--- src/rtl/ring_queue_with_value_purge_core_macros.svh ---
// Assertion macros for the ring queue core.
// Used by the top level only; needs no package.
`ifndef RING_QUEUE_WITH_VALUE_PURGE_CORE_MACROS_SVH
`define RING_QUEUE_WITH_VALUE_PURGE_CORE_MACROS_SVH

// same-cycle implication
`define RQVP_ASSERT_IMPL(label, clk, rst_n, ante, cons) \
	label: assert property (@(posedge clk) disable iff (!rst_n) (ante) |-> (cons)) \
		else $error("rqvp: same-cycle check failed");

// next-cycle implication
`define RQVP_ASSERT_NEXT(label, clk, rst_n, ante, cons) \
	label: assert property (@(posedge clk) disable iff (!rst_n) (ante) |=> (cons)) \
		else $error("rqvp: next-cycle check failed");

`endif

--- src/rtl/rqvp_pkg.sv ---
// Package for the ring queue core: sizes, command and status codes,
// request and result structs, chain control struct. No dependencies.
`timescale 1ns / 1ps

package rqvp_pkg;

	localparam int DEPTH     = 128;
	localparam int NUM_CELLS = DEPTH - 1;
	localparam int CNT_W     = $clog2(DEPTH);
	localparam int WORD_W    = 32;
	localparam int OCC_W     = 7;

	typedef enum logic [1:0] {
		CMD_PUSH  = 2'd0,
		CMD_POP   = 2'd1,
		CMD_PURGE = 2'd2
	} cmd_e_t;

	typedef enum logic [1:0] {
		ST_OK    = 2'd0,
		ST_FULL  = 2'd1,
		ST_EMPTY = 2'd2
	} status_e_t;

	typedef enum logic {
		FSM_IDLE,
		FSM_PURGE
	} fsm_state_t;

	typedef struct packed {
		cmd_e_t                    command;
		logic signed [WORD_W-1:0]  value;
	} in_req_t;

	typedef struct packed {
		logic signed [WORD_W-1:0]  out_value;
		status_e_t                 status;
		logic [OCC_W-1:0]          occupancy;
	} out_res_t;

	typedef struct packed {
		logic               shift;
		logic               load;
		logic [CNT_W-1:0]   load_idx;
		logic [WORD_W-1:0]  load_data;
	} chain_ctrl_t;

endpackage

--- src/rtl/rqvp_cell.sv ---
// One storage cell of the queue chain: loads a word or takes its neighbor's.
// Depends on rqvp_pkg.
`timescale 1ns / 1ps

module rqvp_cell
	import rqvp_pkg::*;
(
	input  logic               clk,
	input  logic               shift_en,
	input  logic               load_en,
	input  logic [WORD_W-1:0]  load_data,
	input  logic [WORD_W-1:0]  next_data,
	output logic [WORD_W-1:0]  data
);

	logic [WORD_W-1:0] data_q;

	always_ff @(posedge clk) begin
		if (load_en) begin
			data_q <= load_data;
		end else if (shift_en) begin
			data_q <= next_data;
		end
	end

	assign data = data_q;

endmodule

--- src/rtl/rqvp_chain.sv ---
// Row of queue cells, oldest entry in cell 0; decodes the load position.
// Depends on rqvp_pkg and rqvp_cell.
`timescale 1ns / 1ps

module rqvp_chain
	import rqvp_pkg::*;
(
	input  logic               clk,
	input  chain_ctrl_t        ctrl,
	output logic [WORD_W-1:0]  head
);

	logic [WORD_W-1:0] cell_data [NUM_CELLS];

	for (genvar i = 0; i < NUM_CELLS; i++) begin : g_cell
		logic              load_sel;
		logic [WORD_W-1:0] next_word;

		assign load_sel = ctrl.load && (ctrl.load_idx == CNT_W'(i));

		if (i == NUM_CELLS - 1) begin : g_last
			assign next_word = cell_data[i];
		end else begin : g_mid
			assign next_word = cell_data[i+1];
		end

		rqvp_cell u_cell (
			.clk       (clk),
			.shift_en  (ctrl.shift),
			.load_en   (load_sel),
			.load_data (ctrl.load_data),
			.next_data (next_word),
			.data      (cell_data[i])
		);
	end

	assign head = cell_data[0];

endmodule

--- src/rtl/ring_queue_with_value_purge_core.sv ---
// Top level of the ring queue with purge by value: control, count, result register.
// Depends on rqvp_pkg, rqvp_chain and the assertion macro header.
//
//   channel | handshake            | payload
//   --------+----------------------+--------------------------------------
//   in      | in_valid / in_ready  | in_req  (command, value)
//   out     | out_valid / out_ready| out_res (out_value, status, occupancy)
//
// Push and pop each load a result when taken; a new request is taken every cycle
// outside a purge while the result register drains. A purge accepts the request,
// then moves each stored entry past the head, reloading kept entries at the tail and
// dropping matches, then loads the result. in_ready stays low from the accept until then.
// Reset clears the count, the state and the result valid; cell contents are
// undefined until written. A stalled result holds and blocks new requests.
`timescale 1ns / 1ps
`include "ring_queue_with_value_purge_core_macros.svh"

module ring_queue_with_value_purge_core
	import rqvp_pkg::*;
(
	input  logic      clk,
	input  logic      arst_n,
	input  logic      in_valid,
	output logic      in_ready,
	input  in_req_t   in_req,
	output logic      out_valid,
	input  logic      out_ready,
	output out_res_t  out_res
);

	localparam logic [CNT_W-1:0] CNT_FULL = CNT_W'(NUM_CELLS);

	fsm_state_t         state_q, state_d;
	logic [CNT_W-1:0]   count_q, count_d;
	logic [CNT_W-1:0]   remain_q, remain_d;
	logic [WORD_W-1:0]  purge_val_q;
	logic               out_valid_q;
	out_res_t           out_res_q, res_d;
	logic               res_load;
	logic               out_free;
	logic               in_acc;
	logic               push_take;
	logic               pop_miss;
	logic [WORD_W-1:0]  head;
	chain_ctrl_t        ctrl;

	assign out_free = !out_valid_q || out_ready;
	assign in_ready = (state_q == FSM_IDLE) && out_free;
	assign in_acc   = in_valid && in_ready;

	assign push_take = in_acc && in_req.command == CMD_PUSH && count_q != CNT_FULL;
	assign pop_miss  = in_acc && in_req.command == CMD_POP && count_q == '0;

	rqvp_chain u_chain (
		.clk  (clk),
		.ctrl (ctrl),
		.head (head)
	);

	always_comb begin
		state_d = state_q;
		unique case (state_q)
			FSM_IDLE: begin
				if (in_acc && in_req.command == CMD_PURGE) begin
					state_d = FSM_PURGE;
				end
			end
			FSM_PURGE: begin
				if (remain_q == '0 && out_free) begin
					state_d = FSM_IDLE;
				end
			end
			default: state_d = FSM_IDLE;
		endcase
	end

	always_comb begin
		ctrl          = '0;
		count_d       = count_q;
		remain_d      = remain_q;
		res_load      = 1'b0;
		res_d         = '0;
		res_d.status  = ST_OK;
		unique case (state_q)
			FSM_IDLE: begin
				if (in_acc) begin
					res_load = 1'b1;
					case (in_req.command)
						CMD_PUSH: begin
							if (count_q == CNT_FULL) begin
								res_d.status = ST_FULL;
							end else begin
								ctrl.load      = 1'b1;
								ctrl.load_idx  = count_q;
								ctrl.load_data = in_req.value;
								count_d        = count_q + 1'b1;
							end
						end
						CMD_POP: begin
							if (count_q == '0) begin
								res_d.out_value = -32'sd1;
								res_d.status    = ST_EMPTY;
							end else begin
								res_d.out_value = signed'(head);
								ctrl.shift      = 1'b1;
								count_d         = count_q - 1'b1;
							end
						end
						CMD_PURGE: begin
							res_load = 1'b0;
							remain_d = count_q;
						end
						default: ;
					endcase
				end
			end
			FSM_PURGE: begin
				if (remain_q != '0) begin
					ctrl.shift = 1'b1;
					remain_d   = remain_q - 1'b1;
					if (head != purge_val_q) begin
						ctrl.load      = 1'b1;
						ctrl.load_idx  = count_q - 1'b1;
						ctrl.load_data = head;
					end else begin
						count_d = count_q - 1'b1;
					end
				end else if (out_free) begin
					res_load = 1'b1;
				end
			end
			default: ;
		endcase
		res_d.occupancy = OCC_W'(count_d);
	end

	always_ff @(posedge clk or negedge arst_n) begin
		if (!arst_n) begin
			state_q     <= FSM_IDLE;
			count_q     <= '0;
			remain_q    <= '0;
			out_valid_q <= 1'b0;
		end else begin
			state_q  <= state_d;
			count_q  <= count_d;
			remain_q <= remain_d;
			if (res_load) begin
				out_valid_q <= 1'b1;
			end else if (out_ready) begin
				out_valid_q <= 1'b0;
			end
		end
	end

	always_ff @(posedge clk) begin
		if (res_load) begin
			out_res_q <= res_d;
		end
		if (in_acc && in_req.command == CMD_PURGE) begin
			purge_val_q <= in_req.value;
		end
	end

	assign out_valid = out_valid_q;
	assign out_res   = out_res_q;

	`RQVP_ASSERT_IMPL(a_count_max, clk, arst_n, 1'b1, count_q <= CNT_FULL)
	`RQVP_ASSERT_IMPL(a_purge_kept, clk, arst_n, state_q == FSM_PURGE, count_q >= remain_q)
	`RQVP_ASSERT_NEXT(a_push_grows, clk, arst_n, push_take, count_q == $past(count_q) + 1'b1)
	`RQVP_ASSERT_NEXT(a_pop_empty, clk, arst_n, pop_miss, out_valid && out_res.status == ST_EMPTY)

endmodule
--- config.mk ---
export PLATFORM = sky130hd
export DESIGN_NAME = ring_queue_with_value_purge_core
export DESIGN_NICKNAME = d
export VERILOG_FILES = /design/src/rtl/rqvp_pkg.sv /design/src/rtl/rqvp_cell.sv /design/src/rtl/rqvp_chain.sv /design/src/rtl/ring_queue_with_value_purge_core.sv
export VERILOG_INCLUDE_DIRS = /design/src /design/src/rtl
export SDC_FILE = /design/constraint.sdc
export NUM_CORES = 2
export LEC_CHECK = 0
export BUFFER_PORTS_ARGS = -buffer_cell sky130_fd_sc_hd__buf_2
export CORE_MARGIN = 2
export CORE_UTILIZATION = 39
export CTS_CLUSTER_DIAMETER = 200
export CTS_CLUSTER_SIZE = 20
export DETAILED_ROUTE_END_ITERATION = 12
export GPL_ROUTABILITY_DRIVEN = 0
export PLACE_DENSITY = 0.61
export SKIP_CTS_REPAIR_TIMING = 1
export SYNTH_ARGS = -nofsm -noshare
export SYNTH_HDL_FRONTEND = slang
export SYNTH_SLANG_ARGS = --single-unit
--- constraint.sdc ---
create_clock -name clk -period 10 [get_ports clk]
set_input_delay 1.5 -clock clk [delete_from_list [all_inputs] [get_ports clk]]
set_output_delay 1.5 -clock clk [all_outputs]
set_load 0.03 [all_outputs]
==> summary.md <==
| Metric | Value |
|---|---|
| Hold WC Path Type | `primary input to async pin` |
| Detail Route Antenna Nets | `0` |
| Number of buffers created by CTS | `229` |
| R2R depth | `12` |
| Endpoints failing hold | `0` |
| Critical Path Source Type | `register` |
| Relative slew slack | `9.71%` |
| Area Growth Syn to Fin | `7.12%` |
| Initial antenna violation count | `38` |
| Max Cap Violations | `0` |
| Crit path time final | `6.11 ns` |
| DR vias/cell | `5.78` |
| Avg Cell Area, Syn | `15.3 µm²` |
| Core ar. | `449,000 µm²` |
| Type of the worst setup path | `register to register` |
| FF+latch count, synth | `4,153` |
| Reg-to-Reg Start | `count_q[1]` |
| Setup Skew | `0.0986 ns` |
| FILL cells | `39,300` |
| Chip width | `676 µm` |
| Synth warnings | `0` |
| Post-synth top flop | `edfxtp_1` |
| RSZ-0062 raised after global routing | `false` |
| First-pass GRT wire length | `704,000 µm` |
| Clk pin slew, worst setup/hold paths | `0.09 ns` |
| Total congestion overflow | `0` |
| WL final | `493,000 µm` |
| CTS tree | `built` |
| Critical Path RT | `10.67 ns` |
| Rows | `246` |
| Outcome | `finished, final reports clean` |
| Via count | `98,200` |
| Slew @ Worst Pin | `1.35 ns` |
| Asr flop ratio synth | `0.385%` |
| Peak supply drop | `0.185 mV` |
| Pin count of the biggest net entering global routing | `99` |
| Combinational power share | `0.1%` |
| Number of enable flip-flop cells after synthesis | `4,137` |
| CTS root buf | `clkbuf_16` |
| CTS HTree Levels | `4` |
| Switching pwr | `5500 µW` |
| Max Freq | `0.164 GHz` |
| Slew Viols, Final | `0` |
| CTS sink cnt | `4,153` |
| IO Count | `81` |
| Max clock buf depth | `4` |
| Lkg Pwr | `0.0540 µW` |
| FF-to-FF End | `u_chain.g_cell[16].u_cell.data[15]` |
| Net switching fraction of the power | `19.3%` |
| Syn Nets | `11,500` |
| Power consumption | `28,500 µW` |
| Die H | `676 µm` |
| First-pass DRT Iterations | `7` |
| DRC viols | `0` |
| Post-Synthesis Cells | `11,500` |
| Die Area | `456,000 µm²` |
| Final #Nets | `11,000` |
| Total GRT Usage | `21.0%` |
| HPWL Detailed | `290,000 µm` |
| Post-route clock period utilization | `61.1%` |
| Clock group share of total power | `33.8%` |
| Arr. time, crit path | `6.78 ns` |
| Sequential element share of the synthesized area | `70.9%` |
| Hold Slack | `0.423 ns` |
| Detailed Route Iter0 Violations | `13,600` |
| CP Max Fanout | `69` |
| Layout cells sized above 1 | `30.4%` |
| Worst Setup SP | `count_q[1]` |
| Internal | `23,000 µW` |
| Pwr dens | `151 nW/µm²` |
| Clk_lat worst skew | `0.99 ns` |
| Final setup fails | `0` |
| Reg2reg setup slack | `3.89 ns` |
| Post-Route Setup TNS | `0 ns` |
| Post-Syn Area | `176,000 µm²` |
| Flop pwr share | `66.1%` |
| Port Buffers | `80` |
| Vias in the first global route | `96,400` |
| Initial Util | `39.2%` |
| WL per Instance | `29.0 µm` |
| Synth cell types | `70` |
| Critical path capture point type | `register` |
registers in the layout (all words and copies together) (netlist names):
name	count
u_chain.g_cell.u_cell.data	4064
out_res	41
purge_val_q	32
count_q	7
remain_q	7
out_valid	1
state_q	1
cell type report:
class,count,area [µm²],area share [%]
diodes,14,35.0,0.0186
clock buffers,244,5850,3.11
clock inverters,8,125,0.0664
inverters,42,318,0.169
multi-input cells,6146,47000,24.9
flip-flops and latches,4153,125000,66.1
well taps,5952,7450,3.95
repair buffers,420,3060,1.62
stage by stage:
stage / worst slack (ns) / util [%] / instance area [µm²] / cells
after global routing: 3.52 / 42.0 / 188000 / 17000
after detailed placement: 3.43 / 40.6 / 182000 / 16700
after CTS: 4.03 / 41.9 / 188000 / 17000
after global placement: 3.48 / 40.6 / 182000 / 16700
final: 3.89 / 42.0 / 188000 / 17000
after floorplan: 3.82 / - / 176000 / 11500
cell usage in the layout, fill, tap and decap left out, types with 9 or more instances in the layout:
master	instances
edfxtp_1	4137
mux2_2	2462
o21ai_0	1330
nand2_1	1034
a21oi_1	778
buf_4	334
clkbuf_16	232
buf_2	80
o21ai_1	63
mux2_4	48
xor2_1	39
nand2b_1	38
o21a_1	35
inv_6	34
a22oi_2	32
nor2_1	28
nand3_2	27
nor3_4	24
mux2_1	19
and2_1	18
nand3_1	16
dfrtp_1	16
diode_2	14
clkbuf_1	12
nand2_2	11
inv_1	10
o211ai_1	10
nor4_1	9
critical path: stages (launching register included):
cell and delay (ns):
dfrtp_1 0.50, inv_1 0.20, ha_1 0.49, or3b_1 0.53, o31ai_1 0.30, and2_1 0.26, a211o_1 0.18, nand2_1 0.24
nor3_4 0.62, buf_4 0.66, and2_1 0.89, nand2b_1 0.51, buf_4 0.37
logic make-up after synthesis:
logic type	Yosys count	synth area share [%]
simple gates	1273	3.06
compound gates	2295	6.73
xor+xnor	42	0.209
buf+inv	1167	2.80
fa+ha+maj	6	0.0427
mux	2530	16.3
flops	4153	70.9
how the worst max path moves through the flow:
stage / slack, ns / end / cells past startpoint
global placement: 3.48 / u_chain.g_cell[21].u_cell.data[27] / 11
finish: 3.89 / u_chain.g_cell[16].u_cell.data[15] / 12
floorplan: 3.82 / u_chain.g_cell[19].u_cell.data[0] / 9
CTS: 4.03 / u_chain.g_cell[16].u_cell.data[15] / 12
global route: 3.52 / u_chain.g_cell[16].u_cell.data[25] / 12
detailed placement: 3.43 / u_chain.g_cell[21].u_cell.data[16] / 11
layer usage:
metal	share of wire (%)	track usage, %	vias up	wire [µm]
li1	-	-	42000	-
met1	42	29.4	50300	205000
met2	45	32.3	4944	221000
met3	9.3	4.36	906	45800
met4	4.4	7.98	6	21600
met5	0.0069	0	-	34
power by group through the flow:
| stage | sequential [µW] | clock (µW) | combinational (µW) |
|---|---|---|---|
| floorplan | 19200 | 0 | 1.29 |
| global placement | 19200 | 0 | 16.8 |
| detailed placement | 19200 | 0 | 16.8 |
| CTS | 18800 | 9770 | 16.9 |
| global route | 18800 | 10300 | 17.4 |
| finish | 18800 | 9630 | 16.9 |
cells in the mapped netlist, types with 4 or more instances:
cell type / n / area [µm²]
dfrtp_1: 16 / 400
a21oi_1: 779 / 3900
and3_1: 9 / 56.3
mux2_2: 2462 / 27700
nor3_1: 9 / 45.0
clkbuf_1: 765 / 2870
mux2_1: 19 / 214
nor2_1: 34 / 128
o211ai_1: 10 / 75.1
o22ai_1: 9 / 56.3
nor3_2: 25 / 250
edfxtp_1: 4137 / 124000
nand3_1: 40 / 200
o21ai_1: 63 / 315
nand4_1: 4 / 25.0
clkinv_1: 32 / 120
nand2b_1: 39 / 244
nor4_1: 10 / 62.6
buf_4: 18 / 135
inv_1: 10 / 37.5
and2_1: 26 / 163
buf_1: 25 / 93.8
mux2_4: 48 / 721
xor2_1: 39 / 342
nand2_1: 1047 / 3930
ha_1: 6 / 75.1
nand3_2: 5 / 50.1
o21a_1: 35 / 263
nor2b_1: 4 / 25.0
buf_2: 302 / 1510
buf_6: 13 / 146
a22oi_1: 36 / 270
o21ai_0: 1334 / 6680
Power figures use the tool's default switching activity.
